`src/sv/rdat_pkg.sv`:
```
// Shared types and constants for the datagram ack tracker.
`timescale 1ns / 1ps
`default_nettype none

package rdat_pkg;

    // Fixed sizes of the scheme.
    localparam int HIST_LEN    = 32;
    localparam int MAX_RESULTS = 16;
    localparam logic [31:0] INTERVAL_RESET = 32'd1000;

    // Operation codes of an input item.
    localparam logic [1:0] OP_SEND_UNREL = 2'd0;
    localparam logic [1:0] OP_SEND_REL   = 2'd1;
    localparam logic [1:0] OP_RECEIVE    = 2'd2;
    localparam logic [1:0] OP_TICK       = 2'd3;

    // Result kinds.
    localparam logic [2:0] KIND_SEND    = 3'd0;
    localparam logic [2:0] KIND_RESEND  = 3'd1;
    localparam logic [2:0] KIND_RX_OK   = 3'd2;
    localparam logic [2:0] KIND_RX_REJ  = 3'd3;
    localparam logic [2:0] KIND_DROPPED = 3'd4;

    typedef struct packed {
        logic [1:0]  operation;
        logic [31:0] rx_sequence;
        logic [31:0] rx_ack;
        logic [31:0] rx_ack_mask;
        logic [15:0] packet_tag;
        logic [31:0] now;
    } t_in_item;

    typedef struct packed {
        logic [2:0]  kind;
        logic [31:0] tx_sequence;
        logic [31:0] tx_ack;
        logic [31:0] tx_ack_mask;
        logic [15:0] resend_tag;
        logic        last;
    } t_out_item;

    // One pending reliable packet.
    typedef struct packed {
        logic [31:0] seq;
        logic [31:0] stamp;
        logic [15:0] tag;
    } t_entry;

    typedef enum logic [3:0] {
        S_IDLE,
        S_MASK,
        S_SEND,
        S_DROP,
        S_REJECT,
        S_RX_RD,
        S_RX_EV,
        S_RX_DONE,
        S_TK_RD,
        S_TK_EV,
        S_TK_FLUSH
    } t_state;

endpackage

`default_nettype wire

```
`src/sv/reliable_datagram_ack_tracker.sv`:
```
// Sequence and ack-mask reliability engine for one datagram connection.
// A send builds the ack mask one history slot a cycle, then emits its result.
// A dropped reliable send or a rejected receive goes straight to its result. An accepted receive
// reads each pending entry in turn, one compare per entry. A tick builds the ack
// mask, then scans the pending entries unless the table is empty; results may add stalls.
// One item at a time; synchronous active-low reset clears sequences, history,
// table fill count and the interval (to 1000). No clearing pass is needed.
`timescale 1ns / 1ps
`default_nettype none

module reliable_datagram_ack_tracker
    import rdat_pkg::*;
#(
    parameter int PENDING_DEPTH = 16
) (
    input  wire logic        i_clk,
    input  wire logic        i_rst_n,
    input  wire logic        i_in_valid,
    output logic             o_in_stall,
    input  wire t_in_item    i_in,
    output logic             o_out_valid,
    input  wire logic        i_out_stall,
    output t_out_item        o_out,
    input  wire logic        i_cfg_valid,
    output logic             o_cfg_ready,
    input  wire logic [31:0] i_cfg_data
);

    localparam int AW = (PENDING_DEPTH > 1) ? $clog2(PENDING_DEPTH) : 1;
    localparam int CW = $clog2(PENDING_DEPTH + 1);
    localparam logic [CW-1:0] DEPTH_C = CW'(PENDING_DEPTH);
    localparam logic [4:0] K_MAX = 5'(MAX_RESULTS);

    t_state      r_state, n_state;
    t_in_item    r_item, n_item;
    logic [31:0] r_local, n_local;
    logic [31:0] r_remote, n_remote;
    logic [31:0] r_hist [HIST_LEN];
    logic [CW-1:0] r_count, n_count;
    logic [CW-1:0] r_idx, n_idx;
    logic [CW-1:0] r_wr, n_wr;
    logic [4:0]  r_bit, n_bit;
    logic [31:0] r_cmp, n_cmp;
    logic [31:0] r_mask, n_mask;
    logic [4:0]  r_k, n_k;
    logic        r_held, n_held;
    logic [31:0] r_held_seq, n_held_seq;
    logic [15:0] r_held_tag, n_held_tag;
    logic [31:0] r_interval;
    logic        r_out_valid;
    t_out_item   r_out;
    t_entry      r_rd;
    t_entry      mem [PENDING_DEPTH];

    logic        out_free;
    logic        hist_shift;
    logic        emit;
    t_out_item   emit_item;
    logic        mem_we;
    logic [AW-1:0] mem_wa;
    t_entry      mem_wd;

    assign out_free    = !r_out_valid || !i_out_stall;
    assign o_in_stall  = (r_state != S_IDLE);
    assign o_out_valid = r_out_valid;
    assign o_out       = r_out;
    assign o_cfg_ready = 1'b1;

    // Sequencer: next state, emitted result and table write.
    always_comb begin
        logic [31:0] ack_dist;
        logic [31:0] age;
        logic        hit;
        logic        due;
        logic        last_entry;
        n_state    = r_state;
        n_item     = r_item;
        n_local    = r_local;
        n_remote   = r_remote;
        n_count    = r_count;
        n_idx      = r_idx;
        n_wr       = r_wr;
        n_bit      = r_bit;
        n_cmp      = r_cmp;
        n_mask     = r_mask;
        n_k        = r_k;
        n_held     = r_held;
        n_held_seq = r_held_seq;
        n_held_tag = r_held_tag;
        hist_shift = 1'b0;
        emit       = 1'b0;
        emit_item  = '0;
        mem_we     = 1'b0;
        mem_wa     = '0;
        mem_wd     = '0;
        ack_dist   = r_item.rx_ack - r_rd.seq;
        hit        = (ack_dist[31:5] == 27'd0) && r_item.rx_ack_mask[ack_dist[4:0]];
        age        = r_item.now - r_rd.stamp;
        due        = (age > r_interval) && (r_k < K_MAX);
        last_entry = ((r_idx + CW'(1)) == r_count);
        unique case (r_state)
            S_IDLE: begin
                if (i_in_valid) begin
                    n_item = i_in;
                    n_bit  = '0;
                    n_cmp  = r_remote;
                    n_mask = '0;
                    n_idx  = '0;
                    n_wr   = '0;
                    n_k    = '0;
                    unique case (i_in.operation)
                        OP_SEND_UNREL: n_state = S_MASK;
                        OP_SEND_REL: begin
                            n_state = (r_count == DEPTH_C) ? S_DROP : S_MASK;
                        end
                        OP_RECEIVE: begin
                            if (i_in.rx_sequence > r_remote || r_remote == 32'd0) begin
                                n_remote   = i_in.rx_sequence;
                                hist_shift = 1'b1;
                                n_state    = (r_count == '0) ? S_RX_DONE : S_RX_RD;
                            end else begin
                                n_state = S_REJECT;
                            end
                        end
                        OP_TICK: n_state = S_MASK;
                    endcase
                end
            end
            // One history slot per cycle against remote minus the bit index.
            S_MASK: begin
                n_mask[r_bit] = (r_hist[~r_bit] == r_cmp);
                n_cmp = r_cmp - 32'd1;
                n_bit = r_bit + 5'd1;
                if (r_bit == 5'd31) begin
                    if (r_item.operation == OP_TICK) begin
                        n_state = (r_count == '0) ? S_IDLE : S_TK_RD;
                    end else begin
                        n_state = S_SEND;
                    end
                end
            end
            S_SEND: begin
                if (out_free) begin
                    emit                  = 1'b1;
                    emit_item.kind        = KIND_SEND;
                    emit_item.tx_sequence = r_local;
                    emit_item.tx_ack      = r_remote;
                    emit_item.tx_ack_mask = r_mask;
                    emit_item.resend_tag  = (r_item.operation == OP_SEND_REL) ?
                                            r_item.packet_tag : 16'd0;
                    emit_item.last        = 1'b1;
                    n_local               = r_local + 32'd1;
                    if (r_item.operation == OP_SEND_REL) begin
                        mem_we       = 1'b1;
                        mem_wa       = r_count[AW-1:0];
                        mem_wd.seq   = r_local;
                        mem_wd.stamp = r_item.now;
                        mem_wd.tag   = r_item.packet_tag;
                        n_count      = r_count + CW'(1);
                    end
                    n_state = S_IDLE;
                end
            end
            S_DROP: begin
                if (out_free) begin
                    emit                 = 1'b1;
                    emit_item.kind       = KIND_DROPPED;
                    emit_item.resend_tag = r_item.packet_tag;
                    emit_item.last       = 1'b1;
                    n_state              = S_IDLE;
                end
            end
            S_REJECT: begin
                if (out_free) begin
                    emit           = 1'b1;
                    emit_item.kind = KIND_RX_REJ;
                    emit_item.last = 1'b1;
                    n_state        = S_IDLE;
                end
            end
            S_RX_RD: n_state = S_RX_EV;
            // Drop acknowledged entries and close up the survivors in order.
            S_RX_EV: begin
                if (!hit) begin
                    mem_we = 1'b1;
                    mem_wa = r_wr[AW-1:0];
                    mem_wd = r_rd;
                    n_wr   = r_wr + CW'(1);
                end
                n_idx = r_idx + CW'(1);
                if (last_entry) begin
                    n_count = hit ? r_wr : (r_wr + CW'(1));
                    n_state = S_RX_DONE;
                end else begin
                    n_state = S_RX_RD;
                end
            end
            S_RX_DONE: begin
                if (out_free) begin
                    emit           = 1'b1;
                    emit_item.kind = KIND_RX_OK;
                    emit_item.last = 1'b1;
                    n_state        = S_IDLE;
                end
            end
            S_TK_RD: n_state = S_TK_EV;
            // A due entry is held back one step so the final one can carry last.
            S_TK_EV: begin
                if (!(due && r_held && !out_free)) begin
                    if (due) begin
                        if (r_held) begin
                            emit                  = 1'b1;
                            emit_item.kind        = KIND_RESEND;
                            emit_item.tx_sequence = r_held_seq;
                            emit_item.tx_ack      = r_remote;
                            emit_item.tx_ack_mask = r_mask;
                            emit_item.resend_tag  = r_held_tag;
                        end
                        n_held       = 1'b1;
                        n_held_seq   = r_local;
                        n_held_tag   = r_rd.tag;
                        mem_we       = 1'b1;
                        mem_wa       = r_idx[AW-1:0];
                        mem_wd.seq   = r_local;
                        mem_wd.stamp = r_item.now;
                        mem_wd.tag   = r_rd.tag;
                        n_local      = r_local + 32'd1;
                        n_k          = r_k + 5'd1;
                    end
                    n_idx   = r_idx + CW'(1);
                    n_state = last_entry ? S_TK_FLUSH : S_TK_RD;
                end
            end
            S_TK_FLUSH: begin
                if (!r_held) begin
                    n_state = S_IDLE;
                end else if (out_free) begin
                    emit                  = 1'b1;
                    emit_item.kind        = KIND_RESEND;
                    emit_item.tx_sequence = r_held_seq;
                    emit_item.tx_ack      = r_remote;
                    emit_item.tx_ack_mask = r_mask;
                    emit_item.resend_tag  = r_held_tag;
                    emit_item.last        = 1'b1;
                    n_held                = 1'b0;
                    n_state               = S_IDLE;
                end
            end
            default: n_state = S_IDLE;
        endcase
    end

    // Control state, history and configuration.
    always_ff @(posedge i_clk) begin
        if (!i_rst_n) begin
            r_state     <= S_IDLE;
            r_local     <= '0;
            r_remote    <= '0;
            r_count     <= '0;
            r_held      <= 1'b0;
            r_out_valid <= 1'b0;
            r_interval  <= INTERVAL_RESET;
            for (int j = 0; j < HIST_LEN; j++) begin
                r_hist[j] <= '0;
            end
        end else begin
            r_state  <= n_state;
            r_local  <= n_local;
            r_remote <= n_remote;
            r_count  <= n_count;
            r_held   <= n_held;
            if (emit) begin
                r_out_valid <= 1'b1;
            end else if (!i_out_stall) begin
                r_out_valid <= 1'b0;
            end
            if (i_cfg_valid) begin
                r_interval <= i_cfg_data;
            end
            if (hist_shift) begin
                for (int j = 0; j < HIST_LEN - 1; j++) begin
                    r_hist[j] <= r_hist[j+1];
                end
                r_hist[HIST_LEN-1] <= n_remote;
            end
        end
    end

    // Working registers and the output item.
    always_ff @(posedge i_clk) begin
        r_item     <= n_item;
        r_idx      <= n_idx;
        r_wr       <= n_wr;
        r_bit      <= n_bit;
        r_cmp      <= n_cmp;
        r_mask     <= n_mask;
        r_k        <= n_k;
        r_held_seq <= n_held_seq;
        r_held_tag <= n_held_tag;
        if (emit) begin
            r_out <= emit_item;
        end
    end

    // Pending table: one write and one registered read per cycle.
    always_ff @(posedge i_clk) begin
        if (mem_we) begin
            mem[mem_wa] <= mem_wd;
        end
        if (r_state == S_RX_RD || r_state == S_TK_RD) begin
            r_rd <= mem[r_idx[AW-1:0]];
        end
    end

    // Fill count never passes the table depth.
    a_count_bound: assert property (@(posedge i_clk) disable iff (!i_rst_n)
        r_count <= DEPTH_C)
        else $error("pending count exceeds depth");

    // An accepted item always starts work.
    a_accept_busy: assert property (@(posedge i_clk) disable iff (!i_rst_n)
        (i_in_valid && !o_in_stall) |=> (r_state != S_IDLE))
        else $error("accepted item did not start");

    // A held resend exists only during a tick scan.
    a_held_tick: assert property (@(posedge i_clk) disable iff (!i_rst_n)
        r_held |-> (r_state == S_TK_RD || r_state == S_TK_EV || r_state == S_TK_FLUSH))
        else $error("held resend outside tick");

    // Resends per tick stay within the cap.
    a_k_cap: assert property (@(posedge i_clk) disable iff (!i_rst_n)
        (r_state == S_TK_EV) |-> (r_k <= K_MAX))
        else $error("too many resends in one tick");

endmodule

`default_nettype wire
```
`config.mk`:
```
export PLATFORM = sky130hd
export DESIGN_NAME = reliable_datagram_ack_tracker
export DESIGN_NICKNAME = d
export VERILOG_FILES = /design/src/sv/rdat_pkg.sv /design/src/sv/reliable_datagram_ack_tracker.sv
export SDC_FILE = /design/constraint.sdc
export NUM_CORES = 2
export LEC_CHECK = 0
export BUFFER_PORTS_ARGS = -buffer_cell sky130_fd_sc_hd__clkbuf_2
export CAP_MARGIN = 25
export CORE_ASPECT_RATIO = 0.9
export CORE_MARGIN = 2
export CORE_UTILIZATION = 45
export DETAILED_ROUTE_END_ITERATION = 10
export RECOVER_POWER = 100
export SETUP_SLACK_MARGIN = 0.15
export SLEW_MARGIN = 30
export SYNTH_ARGS = -nofsm -noshare
export SYNTH_HDL_FRONTEND = slang
export SYNTH_SLANG_ARGS = --single-unit
```
`constraint.sdc`:
```
create_clock -name i_clk -period 57.2 [get_ports i_clk]
set_clock_uncertainty 0.05 [all_clocks]
set_input_delay 5.72 -clock i_clk [delete_from_list [all_inputs] [get_ports i_clk]]
set_output_delay 5.72 -clock i_clk [all_outputs]
set_load 0.01 [all_outputs]
```
; Yosys cells after proc, flatten, opt, wreduce, memory -nomap -nowiden
; Memory sizes are Yosys's and may differ from the RTL's. A register that Yosys moved wholly into a read port is not among the register bits.
; Index checks and enable logic that the tools add are counted.
[op_classes]
eq_ne = 27
n_addsub = 9
n_mux = 132
bitwise_logic = 34
n_lt_le_gt_ge = 6
reduce_logical = 37
[ops]
columns = cell, n
row1 = 32-bit two-way mux, 41
row2 = 80-bit two-way mux, 5
row3 = 96-bit case mux with 3 select lines, 1
row4 = 80-bit case mux with 3 select lines, 1
row5 = 115-bit two-way mux, 2
row6 = 113-bit two-way mux, 2
row7 = 32-bit case mux with 2 select lines, 3
row8 = 116-bit two-way mux, 1
row9 = 114-bit two-way mux, 1
row10 = 32-bit > comparator, 2
row11 = 16-bit case mux with 4 select lines, 1
row12 = 32-bit subtractor, 2
row13 = 4-bit two-way mux, 12
row14 = 5-bit two-way mux, 8
row15 = 5-bit case mux with 2 select lines, 4
row16 = "32-bit by 1-bit adder with 32-bit output, second input constant", 1
row17 = 32-bit bitwise mux, 1
row18 = 32-bit == test, 1
row19 = 32-bit zero test, 1
row20 = 1-bit OR, 32
row21 = 4-bit case mux with 8 select lines, 1
row22 = "32-bit by 1-bit subtractor with 32-bit output, second input constant", 1
row23 = 1-bit two-way mux, 28
row24 = 27-bit zero test, 1
row25 = 42 further kinds, 92
[totals]
out_inout_bits = 119
register_bits = 469
mem_bits_rw = 2304
mem_count = 2
[mem_list]
columns = name, words, width, read_ports, rd_ports_with_merged_regs, wr, line
row1 = mem, 16, 80, 1, 1, 1, reliable_datagram_ack_tracker.sv:53  ; t_entry mem [PENDING_DEPTH];
row2 = r_hist, 32, 32, 32, 0, 32, reliable_datagram_ack_tracker.sv:38  ; logic [31:0] r_hist [HIST_LEN];

; Longest topological paths before layout
[logic_depth]
depth_word = 10
mapped_depth = 29
ltp_nobuf = 26

; Worst setup path after synthesis
; OpenSTA, ideal clock, no wires.
[synth_timing]
path_type = in2reg
from = input i_in[139] in the netlist's numbering
to = memory r_hist[0][0] (enable)
setup_time_ns = 1.586
t_arrival_ns = 32.510
setup_slack_ns = 23.054
path_stages = 13
path_buffers = 2
t_required_ns = 55.564
path_cell_list = ha_1 nand4_1 nor2_1 nand3_1 or3_1 inv_1 nand2_1 or2_2 and3_1 a211oi_1 clkbuf_1 buf_1 nand2b_1
[synth_lines]
columns = item, line
row1 = start: declaration, reliable_datagram_ack_tracker.sv:20  ; input wire t_in_item i_in,
row2 = end: declaration, reliable_datagram_ack_tracker.sv:38

==> reports/metrics.yaml <==
outcome: "finished, violations left"
violations: "capacitance limit, slew limit"
synth-edff-count: 2746
cts_setup_buffers: 0
crit_start: "i_in[139]"
r2r_start: "r_remote[24]"
maxCapViolCount: 92
cts_tree: "built"
place_congestion: 0.8830
synth_common_cells: "edfxtp_1 (2,746), mux4_2 (666), and3_1 (600)"
cts_root_buf: "clkbuf_16"
synth_ff_type: "edfxtp_1"
grt_max_degree: 211
yosysWarnings: 0
yosysTopAreaCell: "edfxtp_1"
synth_seq_cells: 2853
fmax_ghz: 0.03674
clk_pin_slew_ps: 60
crit_type: "input port to flip-flop"
cp-start-kind: "input port"
overflow: 0
clkSinkCount: 2853
core_mm2: 0.2673
yosysTopAreaCellShare: 0.6811
layout-drive-gt1-share: 0.1793
die_area_mm2: 0.2732
initial_core_util: 0.4529
clockBufferDepth: 4
setup_violations: 0
final_nets: 7634
final_cells: 11099
track_usage: 0.2150
cts_resized: 0
vias: 66069
tightest_slew_ps: 8578
vdd_drop_max_v: 0.00003541
power_density_mw_per_mm2: 43.28
cts_hold_buf: 0
grt_pass1_wl_um: 439800
relSlewSlack: -4.719
io_pins: 302
dp_cells: 10547
rsz0062_at_grt: "no"
dpl_cell_area_mm2: 0.1266
crit_arrival_ps: 27530
worstSetupEndpointType: "flip-flop"
worstHoldPathType: "flip-flop to flip-flop"
avgSynthCellArea_um2: 17.21
tns_ps: 0
yosysMostFrequentCell: "edfxtp_1"
seq_area_frac_synth: 0.6988
grt_pass1_vias: 66212
drv_slew: 5323
ant_nets: 0
via_per_inst: 5.953
postLayoutCellArea_mm2: 0.1353
synth_nets: 7360
hold_viol: 0
syn_inst: 7034
drt-initial-drc-count: 6982
cts_buffers: 303
die_h_um: 496.1
io_buffers: 300
hp-start: "r_rd[13]"
synthTopCellsByArea: "edfxtp_1 (68%), mux4_2 (12%), and3_1 (3.1%)"
power_leakage_uw: 0.04475
fp.dieW_um: 550.8
wire_per_inst_um: 26.77
synth_area_mm2: 0.1211
antenna_found_initial: 15
wl_um: 297100
ys_types: 83
cp_max_fo: 95
async_reset_ff_frac: 0
required_ps: 57510
pre_cts_slack_ps: 43730
num_rows: 180
hpwl_um: 169900
final.min_clock_period_ps: 27220
drt-pass1-iter-count: 5
cts-htree-levels: 5
area_delta_synth_final_pct: 11.76
drc_errors: 0
fin_ws_ps: 29980
clk_latency_ps: 860
period_share: 0.4759
==> cell type report <==
type                            count  area, um^2
Inverter                          166       625.6
Sequential cell                  2853       84600
Antenna cell                       11       27.53
Fill cell                       21786      132000
Multi-Input combinational cell   3547       34120
Timing Repair Buffer              437        2081
Clock buffer                      365        7940
Clock inverter                    171        1484
Tap cell                         3549        4441
==> registers in the layout, summed over array words and instances, names as in the netlist, 5 cells and up <==
register	cells
r_bit	5
r_mask	32
r_local	32
mem	1280
r_idx	5
r_held_seq	32
r_remote	32
r_count	5
r_rd	80
r_cmp	32
o_out	116
r_item	114
r_k	5
r_interval	32
r_wr	5
r_hist	1024
r_held_tag	16
==> power by group <==
part | internal (uW) | switching (uW) | leakage [uW] | total [uW]
clock | 1090 | 811 | 0.00461 | 1900
combinational | 577 | 778 | 0.0146 | 1360
sequential | 2500 | 95.6 | 0.0255 | 2600
total | 4170 | 1680 | 0.0447 | 5860
==> logic make-up (layout without fill, tap and decap cells) <==
family | Yosys count | count (layout) | share of synthesized area
DFF | 2853 | 2853 | 0.6988
AOI/OAI and AO/OA | 673 | 673 | 0.03942
adders and majority gates | 143 | 143 | 0.01490
buffers and inverters | 634 | 1139 | 0.02006
and+or+nand+nor | 1841 | 1841 | 0.08572
other | 1 | 12 | 0.00003097
muxes | 755 | 755 | 0.1314
xor gates and xnor gates | 134 | 134 | 0.009693
==> per-stage QoR <==
step	hold WS [ps]	util	total power (uW)
2_1_floorplan	356.4	-	3609
3_3_place_gp	384.5	0.4733	3959
3_5_place_dp	388.4	0.4736	3971
4_1_cts	398.5	0.5088	5877
5_1_grt	415.2	0.5061	6096
6_report	398.6	0.5062	5856
==> layer usage <==
metal  track usage  part of all wire  vias up
met2        0.3413              0.48     2233
met3       0.03513             0.067      407
met1        0.3065              0.43    34892
li1              -                 -    28531
met4       0.06516             0.029        6
met5             0           0.00015        -
==> critical path, stage by stage <==
cell,delay [ps]
clkbuf_1,110
ha_1,300
nand4_1,120
nor2_1,170
nand3_1,200
or3_1,480
inv_1,110
nand2_1,90
nor3_1,390
o21ai_0,250
a211oi_1,1490
clkbuf_1,2370
nand2b_1,2070
clkbuf_1,3700
clkbuf_1,3720
clkbuf_1,2920
clkbuf_1,2980
==> worst paths after layout <==
path / endpoint / slack, ps / cells after the start
min reg2reg: r_held_tag[13] / 400 / 0
min: r_held_tag[13] / 400 / 0
max reg2reg: r_hist[2][20] / 34240 / 17
max: r_hist[2][20] / 29980 / 17
==> layout by cell type, fill, tap and decap left out, types with 39 or more instances in the layout <==
master / netlist / layout
a21o_1: 46 / 46
a21oi_1: 118 / 117
a22o_1: 125 / 125
a22oi_1: 110 / 110
and2_0: 0 / 310
and2_1: 489 / 177
and3_1: 600 / 599
buf_4: 2 / 39
clkbuf_1: 385 / 284
clkbuf_16: 0 / 307
clkbuf_2: 0 / 156
clkinv_1: 0 / 59
clkinv_2: 0 / 57
dfxtp_1: 107 / 107
edfxtp_1: 2746 / 2746
ha_1: 141 / 141
inv_1: 166 / 164
mux2i_1: 72 / 72
mux4_2: 666 / 666
nand2_1: 227 / 227
nand3_1: 74 / 74
nand4_1: 63 / 63
nor2_1: 191 / 187
nor3_1: 61 / 59
o21ai_0: 97 / 97
xnor2_1: 72 / 72
xor2_1: 62 / 62
(Power assumes the default switching activity.)
